===== config.mk =====
export PLATFORM = sky130hd
export DESIGN_NAME = lis_ctrl
export DESIGN_NICKNAME = d
export VERILOG_FILES = /design/src/rtl/lis_pkg.sv /design/src/rtl/lis_ctrl.sv
export VERILOG_INCLUDE_DIRS = /design/src /design/src/rtl
export SDC_FILE = /design/constraint.sdc
export NUM_CORES = 1
export LEC_CHECK = 0
export ABC_CLOCK_PERIOD_IN_PS = 1700
export BUFFER_PORTS_ARGS = -buffer_cell sky130_fd_sc_hd__buf_4
export CORE_AREA = 2 2 39 41
export CTS_CLUSTER_SIZE = 30
export DETAILED_ROUTE_END_ITERATION = 8
export DIE_AREA = 0 0 41 43
export HOLD_SLACK_MARGIN = 0.02
export PLACE_DENSITY = 0.38
export SETUP_SLACK_MARGIN = 0.15
export SLEW_MARGIN = 10
export SYNTH_ARGS = -nofsm -noshare
export SYNTH_HDL_FRONTEND = slang
export SYNTH_SLANG_ARGS = --single-unit

===== constraint.sdc =====
create_clock -name clk -period 1.7 [get_ports clk]
set_input_delay 0.17 -clock clk [delete_from_list [all_inputs] [get_ports clk]]
set_output_delay 0.17 -clock clk [all_outputs]
set_load 0.05 [all_outputs]

===== src/rtl/longest_increasing_subsequence_defines.svh =====
// ---------------------------------------------------------------------------
// Assertion macros for the longest increasing subsequence block
// Immediate-consequence and next-cycle checks, compiled out in synthesis.
// ---------------------------------------------------------------------------
`ifndef LONGEST_INCREASING_SUBSEQUENCE_DEFINES_SVH
`define LONGEST_INCREASING_SUBSEQUENCE_DEFINES_SVH

`ifndef SYNTHESIS

`define LIS_ASSERT_NOW(label, clk, rst, ante, cons) \
  label: assert property (@(posedge clk) disable iff (rst) (ante) |-> (cons)) \
    else $error("lis: check failed");

`define LIS_ASSERT_NEXT(label, clk, rst, ante, cons) \
  label: assert property (@(posedge clk) disable iff (rst) (ante) |=> (cons)) \
    else $error("lis: check failed");

`else

`define LIS_ASSERT_NOW(label, clk, rst, ante, cons)

`define LIS_ASSERT_NEXT(label, clk, rst, ante, cons)

`endif

`endif


===== src/rtl/lis_pkg.sv =====
// ---------------------------------------------------------------------------
// lis_pkg
// Shared types, widths and helpers for the longest increasing subsequence
// block.
// ---------------------------------------------------------------------------
package lis_pkg;

  // Number of distinct values; must be a power of two.
  localparam int VALUE_RANGE = 1024;

  localparam int VALUE_W    = 10;
  localparam int LEN_W      = 11;
  localparam int IDX_W      = $clog2(VALUE_RANGE);
  localparam int ADDR_W     = IDX_W + 1;
  localparam int TREE_DEPTH = 2 * VALUE_RANGE;
  localparam int EPOCH_W    = 4;
  localparam int WORD_W     = EPOCH_W + LEN_W;
  localparam int LVL_W      = $clog2(IDX_W + 1);

  typedef struct packed {
    logic [VALUE_W-1:0] value;
    logic               new_sequence;
  } item_t;

  typedef struct packed {
    logic [LEN_W-1:0] length_here;
    logic [LEN_W-1:0] best_so_far;
  } result_t;

  typedef struct packed {
    logic clear;
    logic load;
    logic query;
    logic update;
    logic emit;
  } cmd_t;

  typedef struct packed {
    logic clr_done;
    logic q_last;
    logic u_last;
    logic seq_wrap;
    logic out_free;
  } status_t;

  // Values beyond the range saturate to the top leaf.
  function automatic logic [IDX_W-1:0] clip_pos(input logic [VALUE_W-1:0] v);
    logic [IDX_W-1:0] pos;
    if (int'(v) >= VALUE_RANGE) begin
      pos = IDX_W'(VALUE_RANGE - 1);
    end else begin
      pos = IDX_W'(v);
    end
    return pos;
  endfunction

  function automatic logic [LEN_W-1:0] max_len(input logic [LEN_W-1:0] a,
                                               input logic [LEN_W-1:0] b);
    return (a > b) ? a : b;
  endfunction

endpackage


===== src/rtl/lis_ctrl.sv =====
// ---------------------------------------------------------------------------
// lis_ctrl
// Sequencer: clearing pass, prefix-max walk, update walk and result hand-off.
// ---------------------------------------------------------------------------
`include "longest_increasing_subsequence_defines.svh"

module lis_ctrl (
  input  logic             clk,
  input  logic             rst,
  input  logic             item_valid,
  output logic             item_ready,
  input  lis_pkg::status_t st,
  output lis_pkg::cmd_t    cmd
);

  localparam logic [2:0] S_CLR_INIT = 3'd0;
  localparam logic [2:0] S_IDLE     = 3'd1;
  localparam logic [2:0] S_CLR_SEQ  = 3'd2;
  localparam logic [2:0] S_QUERY    = 3'd3;
  localparam logic [2:0] S_QWAIT    = 3'd4;
  localparam logic [2:0] S_UPDATE   = 3'd5;
  localparam logic [2:0] S_RESULT   = 3'd6;

  logic [2:0] state;
  logic [2:0] state_next;
  logic       accept;

  assign item_ready = (state == S_IDLE);
  assign accept     = item_valid && item_ready;

  always_comb begin
    state_next = state;
    cmd        = '0;
    cmd.load   = accept;
    unique case (state)
      S_CLR_INIT: begin
        cmd.clear = 1'b1;
        if (st.clr_done) begin
          state_next = S_IDLE;
        end
      end
      S_IDLE: begin
        if (accept) begin
          // When the epoch tag runs out the whole tree is swept first.
          state_next = st.seq_wrap ? S_CLR_SEQ : S_QUERY;
        end
      end
      S_CLR_SEQ: begin
        cmd.clear = 1'b1;
        if (st.clr_done) begin
          state_next = S_QUERY;
        end
      end
      S_QUERY: begin
        cmd.query = 1'b1;
        if (st.q_last) begin
          state_next = S_QWAIT;
        end
      end
      S_QWAIT: begin
        state_next = S_UPDATE;
      end
      S_UPDATE: begin
        cmd.update = 1'b1;
        if (st.u_last) begin
          state_next = S_RESULT;
        end
      end
      S_RESULT: begin
        if (st.out_free) begin
          cmd.emit   = 1'b1;
          state_next = S_IDLE;
        end
      end
      default: begin
        state_next = S_CLR_INIT;
      end
    endcase
  end

  always_ff @(posedge clk) begin
    if (rst) begin
      state <= S_CLR_INIT;
    end else begin
      state <= state_next;
    end
  end

  `LIS_ASSERT_NOW(a_one_cmd, clk, rst, 1'b1,
    $onehot0({cmd.clear, cmd.load, cmd.query, cmd.update, cmd.emit}))
  `LIS_ASSERT_NEXT(a_accept_starts, clk, rst, accept,
    (state == S_QUERY) || (state == S_CLR_SEQ))
  `LIS_ASSERT_NEXT(a_emit_idles, clk, rst, cmd.emit, item_ready)

endmodule


# After elaboration in Yosys (flattened, before gate mapping)
# Cells that the tools add are included.
[op_classes]
n_eq_ne = 12
reduce_logical = 4
muxes = 13
[ops]
columns = ["operator", "n"]
rows = [
  ["3-bit case mux with 7 select lines", 1],
  ["3-bit 2-to-1 mux", 6],
  ["2-bit != test (second input constant)", 5],
  ["3-bit == test (second input constant)", 3],
  ["3-bit by 2-bit == test with 1-bit output (second input constant)", 2],
  ["1-bit 2-to-1 mux", 6],
  ["6-bit AND reduction", 1],
  ["3-bit by 1-bit == test with 1-bit output (second input constant)", 1],
  ["3-bit logical NOT", 1],
  ["2-bit by 1-bit != test with 1-bit output (second input constant)", 1],
  ["2-bit OR reduction", 1],
  ["1-bit logical AND", 1],
]
[word_totals]
inputBits = 8
out_inout_bits = 6
wordCells = 30
reg_bits = 3

# Longest topological paths before layout
# Gate-level depths: netlist of the first run.
[logic_depth]
ltp_word = 4
depth_mapped = 4
ltp_nobuf = 3

# Least setup slack after synthesis of the first run
# No wires, ideal clock.
[synth_path]
path_kind = "register to output"
start = "reg state[2]"
end = "out cmd[1] (netlist name)"
required_ps = 1530
path_slack_ps = -101
t_arrival_ps = 1631
n_path_buf = 1
path_stages_with_launch = 4
cell_sequence = "dfxtp_1 -> buf_4 -> inv_1 -> nor3_1"
[synth_rtl]
columns = ["item", "line_no", "rtl"]
rows = [
  ["start, declared", "lis_ctrl.sv:24", "logic [2:0] state;"],
  ["start signal, assigned", "lis_ctrl.sv:85", "state <= state_next;"],
  ["end, declared", "lis_ctrl.sv:13", "output lis_pkg::cmd_t cmd"],
]

==> key figures, run 1 <==
Setup path
  – Crit path max fanout: 11
  – Crit Path Category: reg2out
  – Worst setup path start: state[1]$_SDFFE_PP0P_
  – Endpoint class of the critical path: output pin
  – Buf/Inv on CP: 1
  – Critical path, cell by cell: and3b_1 -> buf_4
  – CP max stage delay: 0.58 ns
  – Origin of the critical flop-to-flop path: state[1]$_SDFFE_PP0P_
  – Register-to-register path setup slack: ~0.46 ns
  – R2R cell count: 3
  – Startpoint Class: register
  – Critical R2R Capture: state[0]$_SDFFE_PP0P_
  – Crit path max-delay cell type: dfxtp_1
  – WP data arrival: 1.27 ns
  – Delay-heaviest family, CP: flip-flops
  – Critical Path RT: between 1.5 and 2 ns

Drt
  – DRT Pass-1 Iters: 1
  – DRT Wirelength: 607 um
  – Vias per cell: 4.31
  – Vias: between 200 and 300
  – Drc violations: 0
  – Post-route ant nets: 0
  – Per-cell routed wire length: between 9 and 10 um
  – Drt first-iter violations: 0

Synth
  – Synthesized flop and latch total: 3
  – Avg Cell Area, Syn: between 8 and 9 um2
  – Largest family of logic cells by synthesized area: compound AO/OA/AOI/OAI gates
  – Mapped Area: around 250 um2
  – Mapped Nets: 39
  – Number of synthesis warnings: 0
  – Simple-Gate Fraction of Synth Area: 25.6%
  – Xor/xnor share of the synthesized area: 0%
  – Seq/Total Area, Yosys: 23.6%
  – Synth Instances: 31
  – Multiplexer share of the synthesized area: 3.94%
  – Post-Synth Adder-Cell Area: 0%
  – Count of different cell masters after synthesis: 22
  – Compound-cell area share of the yosys netlist: 33.5%

Power
  – Clock Power Share: about 40%
  – Int Power: 0.202 mW
  – PD cells: 757 nW/um2
  – Comb pwr share: 30.7%
  – Switching pwr: 0.0949 mW
  – Max VDD drop: around 0.00028 V
  – Leakage: approximately 0.17 nW
  – Sequential Power Share: between 20 and 30%
  – Sw Share: a little under a third

Layout
  – Multi-input logic area: approximately 170 um2
  – Area delta synth->final: 54.2%
  – Most frequent cells in the layout: buf_4, clkbuf_4
  – Most common cell after layout, fill and taps aside: buf_4
  – Biggest registers after layout: state (3)
  – Post-layout nets: between 50 and 60
  – Biggest register: state
  – Reg area: just over 60 um2
  – # diodes: 0
  – Fill cell count: 162
  – Share of cells above drive strength 1: a little under half
  – Number of flip-flops in the largest register: 3
  – Fin util: about 28%

Timing
  – Setup-failing EPs final: 0
  – Setup_tns: 0 ns
  – Worst-Margin Slew: approximately 0.44 ns
  – Tmin final: roughly 1.4 ns
  – Clock Skews: 0.00224 ns
  – Fin. Hold Viols: 0
  – Max Clock Freq: roughly 690 MHz
  – Final Slew Violations: 0
  – Fin worst setup slack: ~0.26 ns
  – Final period util: ~85%
  – Unrepaired setup endpoints after global routing: no
  – Rel. slew slack: a little over two thirds

Placement
  – DP Worst Slack: roughly 0.42 ns
  – PortBufs: 13
  – Post-DP HPWL: approximately 500 um
  – Gpl congestion: between 0.6 and 0.7

Clock network
  – CTS buffer count: 3
  – Clock Sinks: 3
  – Setup Buffers After CTS: 0
  – H-tree depth: 1
  – Skew-Pair Late Insertion Delay: between 0.2 and 0.25 ns
  – Hold-fix buffers at CTS: 0
  – CTS Root Cell: clkbuf_4
  – Clock buffer depth: 2
  – Clock transition at path regs: approximately 0.04 ns
  – TritonCTS clock tree: yes

Status
  – Status: completed

Hold path
  – Hold Path Class: in2reg
  – Hold path cells: 2
  – Hold_sp: rst
  – Worst hold endpoint: state[0]$_SDFFE_PP0P_

Global routing
  – Vias in the first global route: 247
  – Overall global routing resource usage: 8.22%
  – Initial antenna violation count: 0
  – Largest net degree at the start of global routing: 14
  – Total gr overflow: 0
  – First-pass GRT wire length: roughly 960 um

Floorplanning
  – Die ar.: roughly 1800 um2
  – I/O pins: 14
  – Die width: roughly 41 um
  – Floorplan core area: approximately 1400 um2
  – Number of cell rows: 14
  – Die Height: between 40 and 50 um
  – Starting density of the core: between 15 and 20%

Job
  – # Max-Cap Violations: 0
[worst max path at each step]
stage                                        to  slack (ns)  cells past startpoint
after global routing                     cmd[2]        0.20                      2
after global placement                   cmd[1]        0.45                      3
final                                    cmd[2]        0.26                      2
after floorplan                          cmd[3]        0.16                      4
after detailed placement  state[0]$_SDFFE_PP0P_        0.42                      3
after CTS                                cmd[1]        0.17                      3
[cells by family after synthesis]
logic type	count (synthesis)
flops	3
buf+inv	5
simple gates	11
mux	1
compound gates	11
[worst reg2reg max path: cells and delay by family (launching register included)]
kind | cells | cell delay (ns)
flops | 1 | 0.58
compound gates | 2 | 0.33
mux | 1 | 0.24
[per-stage QoR]
| step | instance area, um2 | hold WS, ns | std cells | power, mW |
|---|---|---|---|---|
| 6_report | 392 | 0.116 | 62 | 0.296 |
| 5_1_grt | 392 | 0.107 | 62 | 0.322 |
| 4_1_cts | 390 | 0.108 | 62 | 0.306 |
| 3_5_place_dp | 364 | 0.356 | 58 | 0.178 |
| 3_3_place_gp | 364 | 0.355 | 58 | 0.178 |
| 2_1_floorplan | 265 | 0.236 | 31 | 0.148 |
[synth_stat cells (all sizes together)]
cell / number / area, um2
nor2: 2 / 7.51
a22oi: 1 / 7.51
and2: 1 / 6.26
mux2i: 1 / 10.0
and3: 1 / 6.26
dfxtp: 3 / 60.1
inv: 2 / 7.51
a221oi: 1 / 15.0
nand2: 1 / 3.75
and3b: 1 / 8.76
o22ai: 1 / 6.26
buf: 3 / 26.3
o21ai: 2 / 10.0
o21a: 2 / 15.0
a21oi: 2 / 10.0
nor2b: 2 / 12.5
a211o: 1 / 8.76
o211ai: 1 / 12.5
nor3: 3 / 20.0
[cell type report]
class | count | area share, %
Multi-Input combinational cell | 23 | 43.8
Inverter | 2 | 1.92
Clock buffer | 4 | 6.71
Timing Repair Buffer | 14 | 26.8
Sequential cell | 3 | 15.7
Tap cell | 16 | 5.11
[power groups by stage]
stage / clock network, mW / registers, mW / logic, mW
5_1_grt: 0.138 / 0.0858 / 0.0983
2_1_floorplan: 0 / 0.0814 / 0.0670
3_3_place_gp: 0 / 0.0857 / 0.0927
6_report: 0.121 / 0.0848 / 0.0911
4_1_cts: 0.129 / 0.0846 / 0.0924
3_5_place_dp: 0 / 0.0856 / 0.0923
[layer usage]
layer	part of all wire [%]	global-route usage [%]	wire, um	vias to the layer above
met2	50	12.2	305	7
li1	-	-	-	141
met5	0	0	0	-
met3	5.4	3.14	33	0
met4	0	6.00	0	0
met1	44	8.97	268	119
[what timing repair did]
| item | in CTS | in global routing |
|---|---|---|
| endpoints found under the setup margin | 0 | 1 |
| hold endpoints to repair | 0 | 0 |
| resized for setup | 0 | 1 |
Note: power is estimated with default switching activity, not from simulation.
==> inputs of run 2 (changes only) <==
--- a/config.mk
+++ b/config.mk
@@ -6,14 +6,15 @@
 export SDC_FILE = /design/constraint.sdc
 export NUM_CORES = 1
 export LEC_CHECK = 0
-export ABC_CLOCK_PERIOD_IN_PS = 1700
+export ABC_AREA = 1
+export ABC_CLOCK_PERIOD_IN_PS = 1400
 export BUFFER_PORTS_ARGS = -buffer_cell sky130_fd_sc_hd__buf_4
 export CORE_AREA = 2 2 39 41
 export CTS_CLUSTER_SIZE = 30
 export DETAILED_ROUTE_END_ITERATION = 8
 export DIE_AREA = 0 0 41 43
 export HOLD_SLACK_MARGIN = 0.02
-export PLACE_DENSITY = 0.38
+export PLACE_DENSITY = 0.43
 export SETUP_SLACK_MARGIN = 0.15
 export SLEW_MARGIN = 10
 export SYNTH_ARGS = -nofsm -noshare
==> constraint.sdc (replaced) <==
create_clock -name clk -period 1.4 [get_ports clk]
set_input_delay 0.14 -clock clk [delete_from_list [all_inputs] [get_ports clk]]
set_output_delay 0.14 -clock clk [all_outputs]
set_load 0.05 [all_outputs]
==> run 2 against run 1 <==
Setup slack got worse by 0.11 ns. Power up 84%. Cell area increased by 44%.
==> key figures, run 2 <==
Layout
  – Post-Layout Cell Count: 82 (was 62)
  – Area delta synth->final: 76.5% (was 54.2%)
  – Post-layout nets: 75 (was 55)
  – Most common cell after layout, fill and taps aside: buf_4 (unchanged)
  – Share of cells above drive strength 1: 63.6% (was 47.8%)
  – Biggest register: state (unchanged)
  – Most frequent cells in the layout: buf_4, inv_1, nor2_4, nand2_1 (was buf_4, clkbuf_4)
  – Fill cell count: 140 (was 162)
  – Biggest registers after layout: state (3) (unchanged)
  – Number of flip-flops in the largest register: 3 (unchanged)
  – # diodes: 0 (unchanged)

Floorplanning
  – Floorplan core area: 1380 um2 (unchanged)
  – Number of cell rows: 14 (unchanged)
  – I/O pins: 14 (unchanged)
  – Die width: 41 um (unchanged)
  – Die ar.: 1760 um2 (unchanged)
  – Starting density of the core: 23.1% (was 18.4%)
  – Die Height: 43 um (unchanged)

Setup path
  – Endpoint class of the critical path: output pin (unchanged)
  – Register-to-register path setup slack: 0.27 ns (was 0.46 ns)
  – Critical R2R Capture: state[1]$_SDFFE_PP0P_ (was state[0]$_SDFFE_PP0P_)
  – WP data arrival: 1.11 ns (was 1.27 ns)
  – Startpoint Class: register (unchanged)
  – Crit Path Category: reg2out (unchanged)
  – Origin of the critical flop-to-flop path: state[1]$_SDFFE_PP0P_ (unchanged)
  – Critical Path RT: 1.26 ns (was 1.53 ns)
  – Crit path max fanout: 8 (was 11)
  – R2R cell count: 8 (was 3)

Clock network
  – Clock Sinks: 3 (unchanged)
  – CTS buffer count: 3 (unchanged)
  – Skew-Pair Late Insertion Delay: 0.23 ns (about the same)
  – Clock transition at path regs: 0.04 ns (about the same)
  – CTS Root Cell: clkbuf_4 (unchanged)
  – Clock buffer depth: 2 (unchanged)
  – H-tree depth: 1 (unchanged)
  – TritonCTS clock tree: yes (unchanged)

Placement
  – Post-DP HPWL: 570 um (was 498 um)
  – Gpl congestion: 0.745 (was 0.653)
  – Dpl cells: 74 (was 58)
  – PortBufs: 13 (unchanged)

Hold path
  – Worst hold endpoint: state[0]$_SDFFE_PP0P_ (unchanged)
  – Hold Path Class: in2reg (unchanged)
  – Hold path cells: 2 (unchanged)
  – Hold_sp: rst (unchanged)

Synth
  – Post-synth top cells: inv_1, nand2_1, nand3_1, nor2_1
  – Largest area contributor in the netlist: dfxtp_1 (unchanged)
  – Synth Instances: 47 (was 31)
  – Share of flip-flops with an asynchronous set or reset: 0% (unchanged)
  – Synthesized flop and latch total: 3 (unchanged)
  – Main synth FF type: dfxtp_1 (unchanged)
  – Number of synthesis warnings: 0 (unchanged)
  – Synth top area share: 18.8% (was 23.6%)
  – Seq/Total Area, Yosys: 18.8% (was 23.6%)
  – Count of different cell masters after synthesis: 19 (was 22)
  – Mapped Nets: 55 (was 39)
  – Avg Cell Area, Syn: 6.79 um2 (was 8.19 um2)
  – Count leader, synth: inv_1 (was dfxtp_1)
  – Mapped Area: 319 um2 (was 254 um2)
  – Ranking of synthesized cells by area: dfxtp_1, buf_6, inv_1 (was dfxtp_1, a221oi_2, buf_4)
  – Post-synth EDFFs: 0 (unchanged)

Drt
  – Vias: 360 (was 267)
  – Post-route ant nets: 0 (unchanged)
  – DRT Wirelength: 770 um (was 607 um)
  – Drc violations: 0 (unchanged)
  – Vias per cell: 4.39 (was 4.31)
  – Drt first-iter violations: 6 (was 0)
  – Per-cell routed wire length: 9.39 um (was 9.79 um)
  – DRT Pass-1 Iters: 4 (was 1)

Timing
  – Max Clock Freq: around 800 MHz
  – Final period util: between 80% and 90%
  – Rel. slew slack: 85.3% (was 70.3%)
  – Setup_tns: 0 ns (unchanged)
  – Final Slew Violations: 0 (unchanged)
  – Tmin final: ~1.2 ns
  – Setup-failing EPs final: 0 (unchanged)
  – Fin. Hold Viols: 0 (unchanged)
  – Worst-Margin Slew: 0.218 ns (was 0.445 ns)
  – Clock Skews: 0.00352 ns (was 0.00224 ns)
  – Unrepaired setup endpoints after global routing: yes (was no)

Job
  – # Max-Cap Violations: 0 (unchanged)

Global routing
  – First-pass GRT wire length: 1250 um (was 959 um)
  – Initial antenna violation count: 0 (unchanged)
  – Largest net degree at the start of global routing: 10 (was 14)
  – Total gr overflow: 0 (unchanged)
  – Vias in the first global route: 324 (was 247)
  – Overall global routing resource usage: 10.3% (was 8.22%)

Status
  – Status: completed (unchanged)

Power
  – Leakage: 0.301 nW (was 0.169 nW)
  – PD cells: 967 nW/um2 (was 757 nW/um2)
  – Max VDD drop: 0.000560 V (was 0.000276 V)
[run 2: cell types whose count changed after synthesis, moves of 2 or more]
cell and delta:
o21a_1 -2, nand2_2 +3, nand2_1 +4, buf_6 +2, nand4_2 +2, inv_1 +5, nor2_2 +2, nand3_1 +4
nor2b_1 -2, nor2_1 +2, o21ai_0 +2
[run 2: timing repair]
item	CTS	global route
hold buffers	0	0
resized for setup	9	10
pin swaps	0	1
buffers inserted	0	4
setup endpoints to repair	7	5
[run 2: report_power, final]
group	total [mW]	internal [mW]	switching, mW	leakage, nW
clock	0.152	0.107	0.0447	0.0150
combinational	0.265	0.112	0.153	0.259
sequential	0.128	0.0990	0.0290	0.0267
[run 2: kinds of logic (layout without fill, tap and decap cells)]
logic type,count (synthesis),in the layout,share of synthesized area (%)
AOI/OAI and AO/OA,8,8,14.1
buffers and inverters,12,31,22.4
DFF,3,3,18.8
and+or+nand+nor,24,24,44.7
[run 2: worst max-delay path by stage]
stage,from,to,cells after the start
floorplan,state[0]$_SDFFE_PP0P_,state[1]$_SDFFE_PP0P_,8
global placement,state[1]$_SDFFE_PP0P_,state[0]$_SDFFE_PP0P_,6
detailed placement,state[0]$_SDFFE_PP0P_,state[0]$_SDFFE_PP0P_,6
CTS,state[2]$_SDFFE_PP0P_,cmd[1],4
global route,state[1]$_SDFFE_PP0P_,cmd[3],4
finish,state[1]$_SDFFE_PP0P_,cmd[3],4
[run 2: area by class of cell]
type / count / area [um2] / area share (%)
clock buffers: 4 / 26.3 / 4.67
inverters: 8 / 32.5 / 5.78
multi-input cells: 32 / 239 / 42.4
flip-flops and latches: 3 / 71.3 / 12.7
well taps: 16 / 20.0 / 3.56
repair buffers: 19 / 174 / 30.9
[run 2: routing by layer]
| metal | global-route usage, % | vias to the layer above | share of wire (%) |
|---|---|---|---|
| li1 | - | 192 | - |
| met1 | 14.1 | 162 | 41 |
| met2 | 13.8 | 6 | 55 |
| met3 | 4.71 | 0 | 4.2 |
| met4 | 4.00 | 0 | 0 |
| met5 | 0 | - | 0 |
[run 2: critical path, stage by stage (launching register included)]
cell and delay [ns]:
dfxtp_4 0.36, inv_4 0.08, nand2_4 0.06, nor3_4 0.19
buf_6 0.18
[run 2: through the flow]
step                setup WS (ns)  area (um2)  hold slack, ns  power (mW)  util [%]
detailed placement          0.152         445           0.321       0.334      32.2
global placement            0.116         445           0.325       0.336      32.2
finish                      0.155         563          0.0714       0.544      40.7
CTS                         0.142         494          0.0642       0.501      35.7
floorplan                   0.189         342           0.209       0.292         -
global route                0.105         563          0.0595       0.586      40.7
